### src/rtl/stepper_microstep_indexer_core_assert.svh
// Assertion macros for the microstep indexer.
`ifndef STEPPER_MICROSTEP_INDEXER_CORE_ASSERT_SVH
`define STEPPER_MICROSTEP_INDEXER_CORE_ASSERT_SVH

// Same-cycle implication, disabled during reset.
`define SMI_ASSERT_NOW(label, clk, rstn, cond, prop, msg) \
    label: assert property (@(posedge clk) disable iff (!rstn) (cond) |-> (prop)) \
        else $error(msg);

// Next-cycle implication, disabled during reset.
`define SMI_ASSERT_NEXT(label, clk, rstn, cond, prop, msg) \
    label: assert property (@(posedge clk) disable iff (!rstn) (cond) |=> (prop)) \
        else $error(msg);

`endif

### src/rtl/smi_pkg.sv
// Shared types and constants of the microstep indexer.
package smi_pkg;

    localparam int DEFAULT_TABLE_DEPTH = 64;

    localparam int OP_W       = 2;
    localparam int INDEX_W    = 6;
    localparam int PHASE_W    = 2;
    localparam int CURRENTS_W = 8;
    localparam int NIBBLE_W   = 4;
    localparam int CURRENT_W  = 8;
    localparam int POS_OUT_W  = 6;
    localparam int ENTRY_W    = PHASE_W + CURRENTS_W;

    localparam int STEP_COUNT_W    = 7;
    localparam int RANGE_W         = 2;
    localparam int DELAY_W         = 8;
    localparam int IDLE_W          = 8;
    localparam int CFG_DATA_W      = 8;
    localparam int CFG_INDEX_W     = 2;

    localparam logic [STEP_COUNT_W-1:0] STEP_COUNT_RESET = 7'd64;
    localparam logic [RANGE_W-1:0]      RANGE_RESET      = 2'd0;
    localparam logic [DELAY_W-1:0]      DELAY_RESET      = 8'd240;

    localparam logic [CURRENTS_W-1:0] NIBBLE_MASK = 8'h0F;
    localparam logic [PHASE_W-1:0]    PHASE_MASK  = 2'h3;
    localparam logic [PHASE_W-1:0]    PHASE_A_BIT = 2'h1;
    localparam logic [PHASE_W-1:0]    PHASE_B_BIT = 2'h2;

    typedef enum logic [CFG_INDEX_W-1:0] {
        CFG_STEP_COUNT    = 2'd0,
        CFG_CURRENT_RANGE = 2'd1,
        CFG_STANDBY_DELAY = 2'd2,
        CFG_UNUSED        = 2'd3
    } cfg_index_t;

    typedef enum logic [OP_W-1:0] {
        OP_STEP = 2'd0,
        OP_TICK = 2'd1,
        OP_LOAD = 2'd2,
        OP_NONE = 2'd3
    } op_t;

    typedef struct packed {
        op_t                  op;
        logic [POS_OUT_W-1:0] step_position;
    } item_t;

    typedef struct packed {
        logic [POS_OUT_W-1:0] step_position;
        logic                 standby;
        logic [CURRENT_W-1:0] current_b;
        logic [CURRENT_W-1:0] current_a;
        logic                 phase_b_forward;
        logic                 phase_a_forward;
    } result_t;

endpackage

### src/rtl/smi_table.sv
// Microstep table memory: one write port, one registered read port.
module smi_table #(
    parameter int TABLE_DEPTH = smi_pkg::DEFAULT_TABLE_DEPTH,
    parameter int AW          = $clog2(TABLE_DEPTH)
) (
    input  logic                       aclk,
    input  logic                       wr_en,
    input  logic [AW-1:0]              wr_addr,
    input  logic [smi_pkg::ENTRY_W-1:0] wr_data,
    input  logic                       rd_en,
    input  logic [AW-1:0]              rd_addr,
    output logic [smi_pkg::ENTRY_W-1:0] rd_data
);
    import smi_pkg::*;

    logic [ENTRY_W-1:0] mem [TABLE_DEPTH];
    logic [ENTRY_W-1:0] rd_data_reg;

    always_ff @(posedge aclk) begin
        if (wr_en) begin
            mem[wr_addr] <= wr_data;
        end
    end

    always_ff @(posedge aclk) begin
        if (rd_en) begin
            rd_data_reg <= mem[rd_addr];
        end
    end

    assign rd_data = rd_data_reg;

endmodule

### src/rtl/smi_front.sv
// Request intake: position update and table access.
module smi_front #(
    parameter int TABLE_DEPTH = smi_pkg::DEFAULT_TABLE_DEPTH
) (
    input  logic                             aclk,
    input  logic                             aresetn,
    input  logic                             accept,
    input  smi_pkg::op_t                     op,
    input  logic                             forward,
    input  logic [smi_pkg::INDEX_W-1:0]      entry_index,
    input  logic [smi_pkg::PHASE_W-1:0]      entry_phase_bits,
    input  logic [smi_pkg::CURRENTS_W-1:0]   entry_currents,
    input  logic [smi_pkg::STEP_COUNT_W-1:0] step_count,
    input  logic                             p1_advance,
    output logic                             p1_valid,
    output smi_pkg::item_t                   p1_item,
    output logic [smi_pkg::ENTRY_W-1:0]      rd_entry
);
    import smi_pkg::*;

    localparam int PW = (TABLE_DEPTH > 1) ? $clog2(TABLE_DEPTH) : 1;
    localparam int CW = (PW + 1 > STEP_COUNT_W) ? PW + 1 : STEP_COUNT_W;
    localparam logic [CW-1:0] DEPTH_C = CW'(TABLE_DEPTH);

    logic [PW-1:0] position_reg, position_next;
    logic          p1_valid_reg, p1_valid_next;
    item_t         item_reg;
    logic [CW-1:0] cnt, len, pos_ext, inc, target;
    logic          is_step, is_load;

    always_comb begin
        cnt     = CW'(step_count);
        if (cnt == '0) begin
            len = CW'(1);
        end else if (cnt > DEPTH_C) begin
            len = DEPTH_C;
        end else begin
            len = cnt;
        end
        pos_ext = CW'(position_reg);
        inc     = pos_ext + CW'(1);
        if (forward) begin
            target = (inc >= len) ? '0 : inc;
        end else begin
            target = (pos_ext == '0 || pos_ext >= len) ? len - CW'(1) : pos_ext - CW'(1);
        end
        is_step = accept && (op == OP_STEP);
        is_load = accept && (op == OP_LOAD) && (CW'(entry_index) < DEPTH_C);
        position_next = is_step ? PW'(target) : position_reg;
        if (accept) begin
            p1_valid_next = 1'b1;
        end else if (p1_advance) begin
            p1_valid_next = 1'b0;
        end else begin
            p1_valid_next = p1_valid_reg;
        end
    end

    always_ff @(posedge aclk) begin
        if (!aresetn) begin
            position_reg <= '0;
            p1_valid_reg <= 1'b0;
        end else begin
            position_reg <= position_next;
            p1_valid_reg <= p1_valid_next;
        end
    end

    always_ff @(posedge aclk) begin
        if (accept) begin
            item_reg.op            <= op;
            item_reg.step_position <= POS_OUT_W'(position_next);
        end
    end

    smi_table #(
        .TABLE_DEPTH (TABLE_DEPTH),
        .AW          (PW)
    ) u_table (
        .aclk    (aclk),
        .wr_en   (is_load),
        .wr_addr (PW'(entry_index)),
        .wr_data ({entry_currents, entry_phase_bits & PHASE_MASK}),
        .rd_en   (is_step),
        .rd_addr (PW'(target)),
        .rd_data (rd_entry)
    );

    assign p1_valid = p1_valid_reg;
    assign p1_item  = item_reg;

endmodule

### src/rtl/smi_drive.sv
// Current, phase and standby update with the result register.
module smi_drive (
    input  logic                           aclk,
    input  logic                           aresetn,
    input  logic                           p1_valid,
    input  smi_pkg::item_t                 p1_item,
    input  logic [smi_pkg::ENTRY_W-1:0]    rd_entry,
    input  logic [smi_pkg::RANGE_W-1:0]    current_range,
    input  logic [smi_pkg::DELAY_W-1:0]    standby_delay,
    input  logic                           m_ready,
    output logic                           p1_advance,
    output logic                           m_valid,
    output smi_pkg::result_t               m_result
);
    import smi_pkg::*;

    logic [PHASE_W-1:0]   phase_reg, phase_next;
    logic [CURRENT_W-1:0] cur_a_reg, cur_a_next, cur_b_reg, cur_b_next;
    logic [IDLE_W-1:0]    idle_reg, idle_next, idle_inc;
    logic                 standby_reg, standby_next;
    logic                 m_valid_reg, m_valid_next;
    result_t              result_reg, result_next;
    logic [CURRENTS_W-1:0] currents;
    logic [2:0]           shift;

    always_comb begin
        p1_advance   = p1_valid && (!m_valid_reg || m_ready);
        currents     = rd_entry[ENTRY_W-1:PHASE_W];
        shift        = 3'(current_range) + 3'd1;
        idle_inc     = idle_reg + IDLE_W'(1);
        phase_next   = phase_reg;
        cur_a_next   = cur_a_reg;
        cur_b_next   = cur_b_reg;
        idle_next    = idle_reg;
        standby_next = standby_reg;
        if (p1_advance) begin
            case (p1_item.op)
                OP_STEP: begin
                    phase_next   = rd_entry[PHASE_W-1:0] & PHASE_MASK;
                    cur_a_next   = (currents & NIBBLE_MASK) << shift;
                    cur_b_next   = (currents >> NIBBLE_W) << shift;
                    standby_next = 1'b0;
                    idle_next    = '0;
                end
                OP_TICK: begin
                    if (!standby_reg) begin
                        idle_next = idle_inc;
                        if (idle_inc > standby_delay) begin
                            standby_next = 1'b1;
                            cur_a_next   = cur_a_reg >> 1;
                            cur_b_next   = cur_b_reg >> 1;
                        end
                    end
                end
                default: begin
                end
            endcase
        end
        result_next.phase_a_forward = |(phase_next & PHASE_A_BIT);
        result_next.phase_b_forward = |(phase_next & PHASE_B_BIT);
        result_next.current_a       = cur_a_next;
        result_next.current_b       = cur_b_next;
        result_next.standby         = standby_next;
        result_next.step_position   = p1_item.step_position;
        if (p1_advance) begin
            m_valid_next = 1'b1;
        end else if (m_ready) begin
            m_valid_next = 1'b0;
        end else begin
            m_valid_next = m_valid_reg;
        end
    end

    always_ff @(posedge aclk) begin
        if (!aresetn) begin
            phase_reg   <= '0;
            cur_a_reg   <= '0;
            cur_b_reg   <= '0;
            idle_reg    <= '0;
            standby_reg <= 1'b0;
            m_valid_reg <= 1'b0;
        end else begin
            phase_reg   <= phase_next;
            cur_a_reg   <= cur_a_next;
            cur_b_reg   <= cur_b_next;
            idle_reg    <= idle_next;
            standby_reg <= standby_next;
            m_valid_reg <= m_valid_next;
        end
    end

    always_ff @(posedge aclk) begin
        if (p1_advance) begin
            result_reg <= result_next;
        end
    end

    assign m_valid  = m_valid_reg;
    assign m_result = result_reg;

endmodule

### src/rtl/stepper_microstep_indexer_core.sv
// Step/direction microstep indexer for a two-phase stepper, top level.
//
// Requests enter on the s_ stream: s_tuser carries the operation (step, tick,
// load table entry), s_tdata carries direction, entry index, phase bits and
// current codes. Each request yields exactly one result on the m_ stream:
// phase polarities, both current setpoints, standby flag and step position.
// Configuration registers (step count, current range, standby delay) are
// written through cfg_wen / cfg_index / cfg_wdata while no request is open.
// The accepting edge updates the position and issues the synchronous table
// read; when the table-read stage advances, the current scaling and standby
// logic are loaded into the result register, which raises m_tvalid. One
// request per cycle is sustained while m_tready stays high. When the
// receiver stalls, the result register holds; one more request is taken
// into the table-read stage, after which s_tready drops until the result
// moves on. During reset s_tready is low. Reset clears the position, phase
// bits, currents, idle count and standby flag and restores the configuration
// defaults; table contents are undefined until loaded and no clearing pass is
// needed.
module stepper_microstep_indexer_core #(
    parameter int TABLE_DEPTH = smi_pkg::DEFAULT_TABLE_DEPTH
) (
    input  logic                              aclk,
    input  logic                              aresetn,
    input  logic                              s_tvalid,
    output logic                              s_tready,
    // [0] forward, [6:1] entry_index, [8:7] entry_phase_bits, [16:9] entry_currents
    input  logic [23:0]                       s_tdata,
    // [1:0] op
    input  logic [smi_pkg::OP_W-1:0]          s_tuser,
    output logic                              m_tvalid,
    input  logic                              m_tready,
    // [0] phase_a_forward, [1] phase_b_forward, [9:2] current_a,
    // [17:10] current_b, [18] standby, [24:19] step_position
    output logic [31:0]                       m_tdata,
    input  logic                              cfg_wen,
    input  logic [smi_pkg::CFG_INDEX_W-1:0]   cfg_index,
    input  logic [smi_pkg::CFG_DATA_W-1:0]    cfg_wdata
);
    import smi_pkg::*;

`include "stepper_microstep_indexer_core_assert.svh"

    logic [STEP_COUNT_W-1:0] step_count_reg;
    logic [RANGE_W-1:0]      range_reg;
    logic [DELAY_W-1:0]      delay_reg;
    logic                    accept, p1_valid, p1_advance;
    item_t                   p1_item;
    logic [ENTRY_W-1:0]      rd_entry;
    result_t                 result;

    always_ff @(posedge aclk) begin
        if (!aresetn) begin
            step_count_reg <= STEP_COUNT_RESET;
            range_reg      <= RANGE_RESET;
            delay_reg      <= DELAY_RESET;
        end else if (cfg_wen) begin
            case (cfg_index_t'(cfg_index))
                CFG_STEP_COUNT:    step_count_reg <= cfg_wdata[STEP_COUNT_W-1:0];
                CFG_CURRENT_RANGE: range_reg      <= cfg_wdata[RANGE_W-1:0];
                CFG_STANDBY_DELAY: delay_reg      <= cfg_wdata[DELAY_W-1:0];
                default: begin
                end
            endcase
        end
    end

    assign s_tready = aresetn && (!p1_valid || p1_advance);
    assign accept   = s_tvalid && s_tready;

    smi_front #(
        .TABLE_DEPTH (TABLE_DEPTH)
    ) u_front (
        .aclk             (aclk),
        .aresetn          (aresetn),
        .accept           (accept),
        .op               (op_t'(s_tuser)),
        .forward          (s_tdata[0]),
        .entry_index      (s_tdata[6:1]),
        .entry_phase_bits (s_tdata[8:7]),
        .entry_currents   (s_tdata[16:9]),
        .step_count       (step_count_reg),
        .p1_advance       (p1_advance),
        .p1_valid         (p1_valid),
        .p1_item          (p1_item),
        .rd_entry         (rd_entry)
    );

    smi_drive u_drive (
        .aclk          (aclk),
        .aresetn       (aresetn),
        .p1_valid      (p1_valid),
        .p1_item       (p1_item),
        .rd_entry      (rd_entry),
        .current_range (range_reg),
        .standby_delay (delay_reg),
        .m_ready       (m_tready),
        .p1_advance    (p1_advance),
        .m_valid       (m_tvalid),
        .m_result      (result)
    );

    assign m_tdata = {7'd0, result.step_position, result.standby, result.current_b,
                      result.current_a, result.phase_b_forward, result.phase_a_forward};

    `SMI_ASSERT_NEXT(a_accept_fills_stage, aclk, aresetn, accept, p1_valid,
        "accepted request did not reach the table-read stage")
    `SMI_ASSERT_NOW(a_no_overrun, aclk, aresetn, p1_valid && !p1_advance, !s_tready,
        "request taken while the table-read stage was stalled")
    `SMI_ASSERT_NOW(a_standby_halved, aclk, aresetn, m_tvalid && m_tdata[18],
        !m_tdata[9] && !m_tdata[17], "standby result shows unhalved current")

endmodule

### config.mk
export PLATFORM = sky130hd
export DESIGN_NAME = stepper_microstep_indexer_core
export DESIGN_NICKNAME = d
export VERILOG_FILES = /design/src/rtl/smi_pkg.sv /design/src/rtl/smi_table.sv /design/src/rtl/smi_front.sv /design/src/rtl/smi_drive.sv /design/src/rtl/stepper_microstep_indexer_core.sv
export VERILOG_INCLUDE_DIRS = /design/src /design/src/rtl
export SDC_FILE = /design/constraint.sdc
export NUM_CORES = 1
export LEC_CHECK = 0
export BUFFER_PORTS_ARGS = -buffer_cell sky130_fd_sc_hd__buf_2
export CORE_ASPECT_RATIO = 1.5
export CORE_UTILIZATION = 55
export CTS_CLUSTER_DIAMETER = 100
export DETAILED_ROUTE_END_ITERATION = 10
export GPL_ROUTABILITY_DRIVEN = 0
export PLACE_DENSITY = 0.72
export SETUP_SLACK_MARGIN = 0.5
export SLEW_MARGIN = 15
export SYNTH_ARGS = -nofsm -noshare
export SYNTH_HDL_FRONTEND = slang
export SYNTH_SLANG_ARGS = --single-unit
### constraint.sdc
create_clock -name aclk -period 10.3 [get_ports aclk]
set_input_delay 1.545 -clock aclk [delete_from_list [all_inputs] [get_ports aclk]]
set_output_delay 1.545 -clock aclk [all_outputs]
set_load 0.005 [all_outputs]
Yosys cells after proc, flatten, opt, wreduce, memory -nomap -nowiden
Memories as Yosys holds them, arrays and structs flattened. A register that Yosys moved wholly into a read port is not among the register bits. Cells that the tools add are included. Widths: inputs -> output; s select.

Register bits after elaboration: 85. Bits in writable memories: 640. Output and inout bits: 34. Memories kept: 1.

Add/sub/neg operators: 5. Order comparisons: 4. Eq/ne operators: 5. Shift operators: 2. Multiplexer cells: 28. Reductions and logical operators: 22.

Memory list: u_front.u_table.mem (depth 64, bits a word 10, read ports 1, clocked after memory_dff 1, wr ports 1, line smi_table.sv:16) `logic [ENTRY_W-1:0] mem [TABLE_DEPTH];`.

Operators by type and width (count): $mux 8 (7); $pmux 8 s2 (3); $mux 6 (4); $shl 4x3->8 (2); $mux 7 (2); $sub 6x1->6 const B (2); $mux 1 (9); $add 8x1->8 const B (1); $gt 8x8->1 (1); $add 6x1->7 const B (1); $ge 6x7->1 (1); $ge 7x7->1 (1); $gt 7x7->1 const B (1); $logic_not 7->1 (1); $logic_not 2->1 (3); $logic_not 6->1 (1); $reduce_and 2->1 (3); $reduce_bool 2->1 (3); $logic_and 1x1->1 (5); $eq 2x1->1 const B (2); $eq 2x2->1 const B (2); $mux 2 (2); $add 2x1->3 const B (1); $logic_or 1x1->1 (3); other kinds (4) (5).

Longest topological paths before layout
Gate-level depths: netlist (run 1).

Depth after elaboration: 9. Depth in mapped cells: 20.

Hierarchy
Synthesis (run 1) repeated with hierarchy kept, for this count alone.

Cell total of the unflattened synthesis: 1649. Area, all modules: 30241.5 um2.

Modules (own cells, without submodules): smi_table (times used 1, cells an instance 1118, area an instance 25201.7 um2, sequential area each 19518.7 um2); smi_drive (times used 1, cells an instance 298, area an instance 2895.3 um2, sequential area each 1311.3 um2); smi_front (times used 1, cells an instance 153, area an instance 1380.1 um2, sequential area each 380.4 um2); stepper_microstep_indexer_core (times used 1, cells an instance 80, area an instance 764.5 um2, sequential area each 340.3 um2).

Worst setup path before layout (run 1)
No wires, ideal clock.

Kind: register to register. Start: reg step_count_reg[3]. End: reg u_front.u_table.rd_data_reg[2], in the netlist u_front.u_table.rd_data[2] (read register of u_front.u_table.mem) (data pin). Library setup time: 256 ps. Arrival: 3711 ps. Required time: 10044 ps. Slack: 6333 ps. Cell stages (with the launch flop): 19. Clock period less this slack: 3967 ps. Cells stage by stage: dfxtp_1 buf_2 or4_1 nor2_1 nor2_1 nor2_1 ha_1 nor2b_1 o21ai_1 a41oi_1 a21oi_1 o32ai_2 buf_2 buf_2 clkbuf_1 a311oi_1 o21ai_0 nand3_1 o22a_1.

Longest elaborated chain between the ends: 7. Elaborated cells on any way between the ends: 11. Classes of those cells: add/sub: 1; order compare: 3; mux: 5; reduce/logical: 2.

RTL lines: start, declared (line stepper_microstep_indexer_core.sv:43) `logic [STEP_COUNT_W-1:0] step_count_reg;`; start signal, assigned (line stepper_microstep_indexer_core.sv:58) `CFG_STEP_COUNT: step_count_reg <= cfg_wdata[STEP_COUNT_W-1:0];`; $gt 7x7->1 (line smi_front.sv:35) `end else if (cnt > DEPTH_C) begin`; $mux 7 (line smi_front.sv:35); $mux 7 * (line smi_front.sv:33) `if (cnt == '0) begin`; $ge 6x7->1 (line smi_front.sv:45) `target = (pos_ext == '0 || pos_ext >= len) ? len - CW'(1) : pos_ext - CW'(1);`; $logic_or 1x1->1 (line smi_front.sv:45); $mux 6 (line smi_front.sv:45); $mux 6 * (line smi_front.sv:42) `if (forward) begin`; end, declared (line smi_table.sv:17) `logic [ENTRY_W-1:0] rd_data_reg;`.

Every way passes the cells marked *; elsewhere a longest branch is shown, timed or not. A chain may end at the register's enable or synchronous reset.

Worst setup path after layout (run 1)
Start: reg step_count_reg[3]. End: reg u_front.u_table.rd_data_reg[9], in the netlist u_front.u_table.rd_data[9] (read register of u_front.u_table.mem) (data pin).

Same word-level chain as after synthesis.

==> results of run 1 <==
==> kinds of logic after synthesis <==
family | count (synthesis) | share of synthesized area (%)
and+or+nand+nor | 897 | 13.4
muxes | 44 | 1.47
xor gates and xnor gates | 13 | 0.372
AOI/OAI and AO/OA | 448 | 10.5
adders and majority gates | 26 | 1.06
other | 1 | 0.0122
DFF | 735 | 70.4
buffers and inverters | 188 | 2.80
==> worst register-to-register path, cell delays in order, from the launching register on <==
cell      delay, ns
dfxtp_1        0.39
or4_1          0.55
nor2_1         0.13
nor2_1         0.05
nor2_1         0.21
ha_1           0.27
nor2b_1        0.10
o21ai_1        0.11
a41oi_1        0.47
a221o_2        0.24
buf_4          0.61
and2_4         0.83
buf_4          0.75
nand2_1        0.16
a311oi_1       0.34
a31oi_1        0.10
o21ai_1        0.66
o22a_1         0.35
==> power by group <==
group	switching, mW	leakage, nW	internal [mW]
Combinational	0.547	3.83	0.205
Clock	1.08	1.09	1.44
Sequential	0.0114	6.58	3.28
==> how the worst max path moves through the flow <==
stage | slack [ns] | depth (start not counted) | endpoint
after floorplan | 6.33 | 18 | u_front.u_table.rd_data[2]
after global placement | 4.07 | 17 | u_front.u_table.rd_data[9]
after detailed placement | 4.01 | 17 | u_front.u_table.rd_data[9]
after CTS | 4.00 | 17 | u_front.u_table.rd_data[9]
after global routing | 3.45 | 17 | u_front.u_table.rd_data[9]
final | 3.78 | 17 | u_front.u_table.rd_data[9]
==> cell type report <==
type | instances | area [sq um] | area share, %
Sequential cell | 735 | 21600 | 64.2
Multi-Input combinational cell | 1435 | 8300 | 24.7
Clock buffer | 78 | 1760 | 5.24
Tap cell | 695 | 870 | 2.59
Timing Repair Buffer | 91 | 573 | 1.71
Clock inverter | 43 | 462 | 1.38
Inverter | 15 | 56.3 | 0.168
Antenna cell | 1 | 2.50 | 0.00745
==> layer usage <==
metal  part of all wire [%]  wire [um]  up-vias
li1                       -          -     8901
met1                     35      27500     9900
met2                     50      39800     1000
met3                    7.9       6260      256
met4                    6.7       5280        4
met5                  0.037         29        -
==> synthesized netlist by cell type, types with 7 or more instances <==
cell type / number
mux2_2: 7
mux2i_1: 37
a21oi_1: 28
o22ai_1: 8
a31oi_1: 88
o21ai_1: 14
o22a_1: 8
nand2_1: 455
a22o_1: 8
edfxtp_1: 683
nor2b_1: 26
a211oi_1: 115
and3_1: 119
a32oi_1: 10
o2111ai_1: 15
and2_1: 30
buf_2: 66
o21ai_0: 45
inv_1: 15
nand3_1: 114
a311oi_1: 40
a221oi_1: 18
buf_4: 10
dfxtp_1: 52
xnor2_1: 8
nor3_1: 11
clkbuf_1: 83
ha_1: 26
buf_1: 9
nand3b_1: 9
nor2_1: 102
==> stage by stage <==
| step | worst slack [ns] | total power, mW | hold WS, ns | instance area (sq um) |
|---|---|---|---|---|
| after floorplan | 6.33 | 3.81 | 0.400 | 30600 |
| after global placement | 4.07 | 4.07 | 0.411 | 31300 |
| after detailed placement | 4.01 | 4.08 | 0.406 | 31300 |
| after CTS | 4.00 | 6.57 | 0.420 | 33500 |
| after global routing | 3.45 | 6.74 | 0.427 | 33600 |
| final | 3.78 | 6.56 | 0.420 | 33600 |
==> out/results.ini, run 1 <==
[pwr]
power_leakage_nw = 11.5
irDropWorstVdd_v = 0.000118
pwr_density_cell_nw_per_um2 = 195

[min_path]
whs_path_depth = 0
holdCritStartpoint = u_front.p1_item[2]
hp-class = register to register
min_to = u_drive.m_result[21]

[global_route]
grt.met3_usage_pct = 4.53
grt.total_usage_pct = 27.7
grt_pass1_wl_mm = 118
grt_pass1_vias = 19800
grt.busiest_layer = met2
antenna_found_initial = 2
use_met2_pct = 47.4
grtUsageMet1_pct = 32.0
grt-ovfl-total = 0
grt_max_degree = 143

[yosys]
synth_ff_type = edfxtp_1
avgSynthCellArea_sq_um = 13.0
synth_top_cell_by_area = edfxtp_1
ys_seq_area_share_pct = 70.4
synth_cells = 2352
async_flop_share_pct = 0
yosys.area.top_type_share_pct = 67.0
synthTopCellsByArea = edfxtp_1 67%, nand2_1 5.6%, dfxtp_1 3.4%
synth_edf_count = 683
synth_cell_types = 73
syn_area_sq_um = 30600
yosysWarnings = 0
ys_ff_latch = 735

[clock_network]
cts_tree = built
ctsRootBufferMaster = clkbuf_16
cts_buffers = 68
cts.sinks = 735
postCtsHoldBufs = 0
postCtsResizedCells = 0
h-tree-depth = 3
cts_setup_buffers = 0
clk_path_buf_depth = 3
clock_latency_ns = 0.60
clkTransAtPathRegs_ns = 0.07

[layout]
largest_reg_flops = 640
final_util_pct = 61.1
final_layout_size_suffix_gt1_share_pct = 9.18
final_cell_mix = 683 x edfxtp_1, 454 x nand2_1, 119 x and3_1, 115 x a211oi_1, 114 x nand3_1
nets = 2413
mostFrequentLayoutCell = edfxtp_1
syn2layout_area_growth_pct = 9.63
fillers = 4059
layout.cells.non_filler = 3093

[setup_path]
cpPeakStageDelay_ns = 0.82
endpoint_kind = register
reg2reg_to = u_front.u_table.rd_data[9]
crit_family = compound AO/OA/AOI/OAI gates
required_ns = 10.71
crit_arrival_ns = 6.93
rr_worst_depth = 17
rr_startpoint = step_count_reg[3]
crit_top_cell = nor2_1
cp_cell_sequence = or4_1 -> nor2_1 -> nor2_1 -> nor2_1 -> ha_1 -> nor2b_1 -> o21ai_1 -> a41oi_1 -> a221o_2 -> buf_4 -> and2_4 -> buf_4 -> nand2_1 -> a311oi_1 -> a31oi_1 -> o21ai_1 -> o22a_1
start_kind = register
critPathBufInv = 2
cp_slowest_cell = and2_4
worst-path-max-fanout = 65
crit_start = step_count_reg[3]
r2r_slack_ns = 3.78
worst-setup-path-type = register to register

[timing]
setup_tns_ns = 0
worst_pin_slew_ns = 1.22
worst_clock_skew_ns = 0.0142
finalHoldViolCount = 0
setup_violations = 0
relSlewSlack_pct = 18.6
slew_violations = 0
fin_crit_ns = 6.52
fmax_mhz = 153
rsz0062_at_grt = no
min_period_over_period_pct = 63.3

[placed_design]
dp_hpwl_mm = 46.6
dpl.cell_count = 2970
port_buffers = 60

[floorplan]
die_h_um = 291
io_pins = 75
initial_utilization_pct = 55.8
die_x_um = 195
dieArea_sq_um = 56600
fp.coreArea_sq_um = 54900
rows = 105

[routing]
first_iter_violations = 2188
dr_total_vias = 20100
ant_nets = 0
avgRoutedWirePerCell_um = 25.5
wl_mm = 78.8
drc_errors = 0
firstDrtPassIters = 5
via_per_inst = 6.49

[run_status]
outcome = complete, no violations

[job]
max_cap_violations = 0

(Power assumes the default switching activity.)
==> run 2, diff against run 1 <==
ABC_AREA = 1   (was default)
PLACE_DENSITY = 0.71   (was 0.72)
clock period = 6.3 ns   (was 10.3 ns; I/O delays follow)
==> run 2 against run 1 <==
Against the previous run: setup slack lost 2.1 ns; clock-buffer cell count increased by 10; combinational power rose by 72%; non-clock buffer count up 22; die area up 8.6%; sequential share of layout area is 4.9 points lower; flip-flop and latch count stayed put; critical endpoint is now u_front.u_table.rd_data[2]; largest power group unchanged; highest routed layer is now met4.
==> out/results.ini, run 2 <==
[setup_path]
worst-setup-path-type = register to register  ; unchanged
endpoint_kind = register  ; unchanged
required_ns = 6.67  ; was 10.71 ns
crit_top_cell = nand2_1  ; was nor2_1
cp_cell_sequence = nand2_1 -> o21ai_0 -> nand2_1 -> ha_1 -> inv_1 -> nor2_2 -> a21oi_4 -> nand3_2 -> nand2_1 -> nand2_1 -> nand2_1 -> nand3_1 -> nand2_4 -> buf_12 -> nand2_1 -> nand3_1 -> nand3_1 -> nand3_1 -> nand2_1 -> nand2_1 -> nand2_1  ; was or4_1 -> nor2_1 -> nor2_1 -> nor2_1 -> ha_1 -> nor2b_1 -> o21ai_1 -> a41oi_1 -> a221o_2 -> buf_4 -> and2_4 -> buf_4 -> nand2_1 -> a311oi_1 -> a31oi_1 -> o21ai_1 -> o22a_1
crit_arrival_ns = 5.03  ; was 6.93 ns
r2r_slack_ns = 1.64  ; was 3.78 ns
critPathBufInv = 2  ; unchanged
cpPeakStageDelay_ns = 0.58  ; was 0.82 ns
start_kind = register  ; unchanged
worst-path-max-fanout = 60  ; was 65
cp_slowest_cell = nand2_4  ; was and2_4
crit_family = simple AND/OR/NAND/NOR gates  ; was compound AO/OA/AOI/OAI gates

[routing]
wl_mm = 84.1  ; was 78.8 mm
first_iter_violations = 2255  ; was 2188
avgRoutedWirePerCell_um = 20.0  ; was 25.5 um
dr_total_vias = 23600  ; was 20100
drc_errors = 0  ; unchanged
firstDrtPassIters = 6  ; was 5
via_per_inst = 5.61  ; was 6.49
ant_nets = 0  ; unchanged

[clock_network]
cts_buffers = 69  ; was 68
cts_setup_buffers = 0  ; unchanged
postCtsResizedCells = 0  ; unchanged
ctsRootBufferMaster = clkbuf_16  ; unchanged
postCtsHoldBufs = 0  ; unchanged
cts_tree = built  ; unchanged
clock_latency_ns = 0.63  ; was 0.60 ns
clk_path_buf_depth = 3  ; unchanged
h-tree-depth = 3  ; unchanged
clkTransAtPathRegs_ns = 0.07  ; about the same
cts.sinks = 735  ; unchanged

[job]
max_cap_violations = 0  ; unchanged

[floorplan]
initial_utilization_pct = 55.6  ; was 55.8%
die_x_um = 203  ; was 195 um
fp.coreArea_sq_um = 59900  ; was 54900 sq um
io_pins = 75  ; unchanged
die_h_um = 303  ; was 291 um
dieArea_sq_um = 61500  ; was 56600 sq um
rows = 110  ; was 105

[yosys]
synthTopCellsByArea = edfxtp_1 62%, nand2_1 12%, nand3_1 8.9%  ; was edfxtp_1 67%, nand2_1 5.6%, dfxtp_1 3.4%
synth_ff_type = edfxtp_1  ; unchanged
avgSynthCellArea_sq_um = 9.92  ; was 13.0 sq um
synth_cell_types = 42  ; was 73
synth_top_cell_by_area = edfxtp_1  ; unchanged
synth_commonest_cells = 1084 x nand2_1, 683 x edfxtp_1, 591 x nand3_1  ; was 683 x edfxtp_1, 455 x nand2_1, 119 x and3_1
synth_edf_count = 683  ; unchanged
async_flop_share_pct = 0  ; unchanged
yosys.area.top_type_share_pct = 61.6  ; was 67.0%
synth_cells = 3355  ; was 2352
yosysMostFrequentCell = nand2_1  ; was edfxtp_1
ys_seq_area_share_pct = 64.8  ; was 70.4%
yosysWarnings = 0  ; unchanged
syn_area_sq_um = 33300  ; was 30600 sq um
ys_ff_latch = 735  ; unchanged

[placed_design]
port_buffers = 60  ; unchanged
dp_hpwl_mm = 48.9  ; was 46.6 mm
dpl.cell_count = 4076  ; was 2970

[timing]
hold_ws_ns = 0.419  ; was 0.420 ns
worst_clock_skew_ns = 0.0182  ; was 0.0142 ns
setup_tns_ns = 0  ; unchanged
fin_crit_ns = 4.66  ; was 6.52 ns
worst_pin_slew_ns = 1.17  ; was 1.22 ns
fmax_mhz = 214  ; was 153 MHz
slew_violations = 0  ; unchanged
relSlewSlack_pct = 21.7  ; was 18.6%
rsz0062_at_grt = no  ; unchanged
finalHoldViolCount = 0  ; unchanged
min_period_over_period_pct = 74.0  ; was 63.3%
setup_violations = 0  ; unchanged

[layout]
syn2layout_area_growth_pct = 9.27  ; was 9.63%
final_cell_mix = 1082 x nand2_1, 683 x edfxtp_1, 591 x nand3_1, 385 x inv_1, 123 x nor2_1  ; was 683 x edfxtp_1, 454 x nand2_1, 119 x and3_1, 115 x a211oi_1, 114 x nand3_1
fillers = 4789  ; was 4059
final_layout_size_suffix_gt1_share_pct = 6.82  ; was 9.18%
mostFrequentLayoutCell = nand2_1  ; was edfxtp_1
nets = 3430  ; was 2413
regArea_sq_um = 21600  ; unchanged
layout.cells.non_filler = 4202  ; was 3093
multi_input_area_sq_um = 9260  ; was 8300 sq um
largest_reg_flops = 640  ; unchanged

[global_route]
grt_max_degree = 191  ; was 143
grt_pass1_vias = 22700  ; was 19800
grt.total_usage_pct = 27.4  ; was 27.7%
grt-ovfl-total = 0  ; unchanged
antenna_found_initial = 1  ; was 2
grt_pass1_wl_mm = 127  ; was 118 mm

[pwr]
power_leakage_nw = 15.1  ; was 11.5 nW
p_total_mw = 10.9  ; was 6.56 mW
irDropWorstVdd_v = 0.000169  ; was 0.000118 V
pwr_density_cell_nw_per_um2 = 299  ; was 195 nW/um^2

[min_path]
hp-class = register to register  ; unchanged

[run_status]
outcome = complete, no violations  ; unchanged

-- run 2: changes by cell type after synthesis, sizes merged, moves of 35 or more --
cell	change
mux2i	-35
a311oi	-40
nand2	+637
clkbuf	-61
nand3	+479
a31oi	-84
a211oi	-112
and3	-119
inv	+372
buf	+70
-- run 2: cell families (layout without fill, tap and decap cells) --
group,after synthesis,in the layout,share of synthesized area (%)
adder cells (fa/ha/maj),26,26,0.978
XOR/XNOR,8,8,0.211
AND/OR/NAND/NOR,1874,1874,24.1
flip-flops,735,735,64.8
other,1,8,0.0113
buffers and inverters,574,630,7.60
AO/OA/AOI/OAI,135,135,2.28
multiplexers,2,2,0.0602
-- run 2: worst paths after layout --
kind                                      to          startpoint  cells after the start
hold reg to reg         u_drive.m_result[23]  u_front.p1_item[4]                      0
hold / removal          u_drive.m_result[23]  u_front.p1_item[4]                      0
setup reg to reg  u_front.u_table.rd_data[2]   step_count_reg[6]                     21
setup / recovery  u_front.u_table.rd_data[2]   step_count_reg[6]                     21
-- run 2: area by class of cell --
type / count / area share (%)
sequential: 735 / 59.3
clock inverter: 37 / 1.04
clock buffer: 88 / 5.12
multi-input combinational: 2052 / 25.5
antenna: 1 / 0.00688
inverter: 392 / 4.05
timing repair buffer: 113 / 2.33
tap: 784 / 2.70
-- run 2: stage by stage --
stage | instance area, sq um | worst slack, ns | utilization, %
after global placement | 34100 | 1.62 | 57.0
after detailed placement | 34100 | 1.57 | 57.0
after floorplan | 33300 | 2.74 | -
after global routing | 36300 | 1.23 | 60.7
final | 36400 | 1.64 | 60.7
after CTS | 36300 | 1.69 | 60.7
-- run 2: layer usage --
metal	global-route usage, %	wire [um]	up-vias
li1	-	-	11100
met1	31.1	30700	11200
met2	48.6	42900	977
met3	4.70	5900	229
met4	16.2	4580	0
met5	0	0	-
-- run 2: worst reg2reg max path, cell delays in order, from the launching register on --
cell and delay (ns):
dfxtp_1 0.49, nand2_1 0.08, o21ai_0 0.31, nand2_1 0.19, ha_1 0.32, inv_1 0.11
nor2_2 0.06, a21oi_4 0.24, nand3_2 0.26, nand2_1 0.20, nand2_1 0.12, nand2_1 0.08
nand3_1 0.11, nand2_4 0.58, buf_12 0.37, nand2_1 0.16, nand3_1 0.16, nand3_1 0.14
nand3_1 0.12, nand2_1 0.15, nand2_1 0.10, nand2_1 0.07
-- run 2: report_power, final --
group          total (mW)  switching (mW)  internal [mW]
clock network        4.19            1.80           2.39
registers            5.38          0.0148           5.36
logic                1.29           0.953          0.337
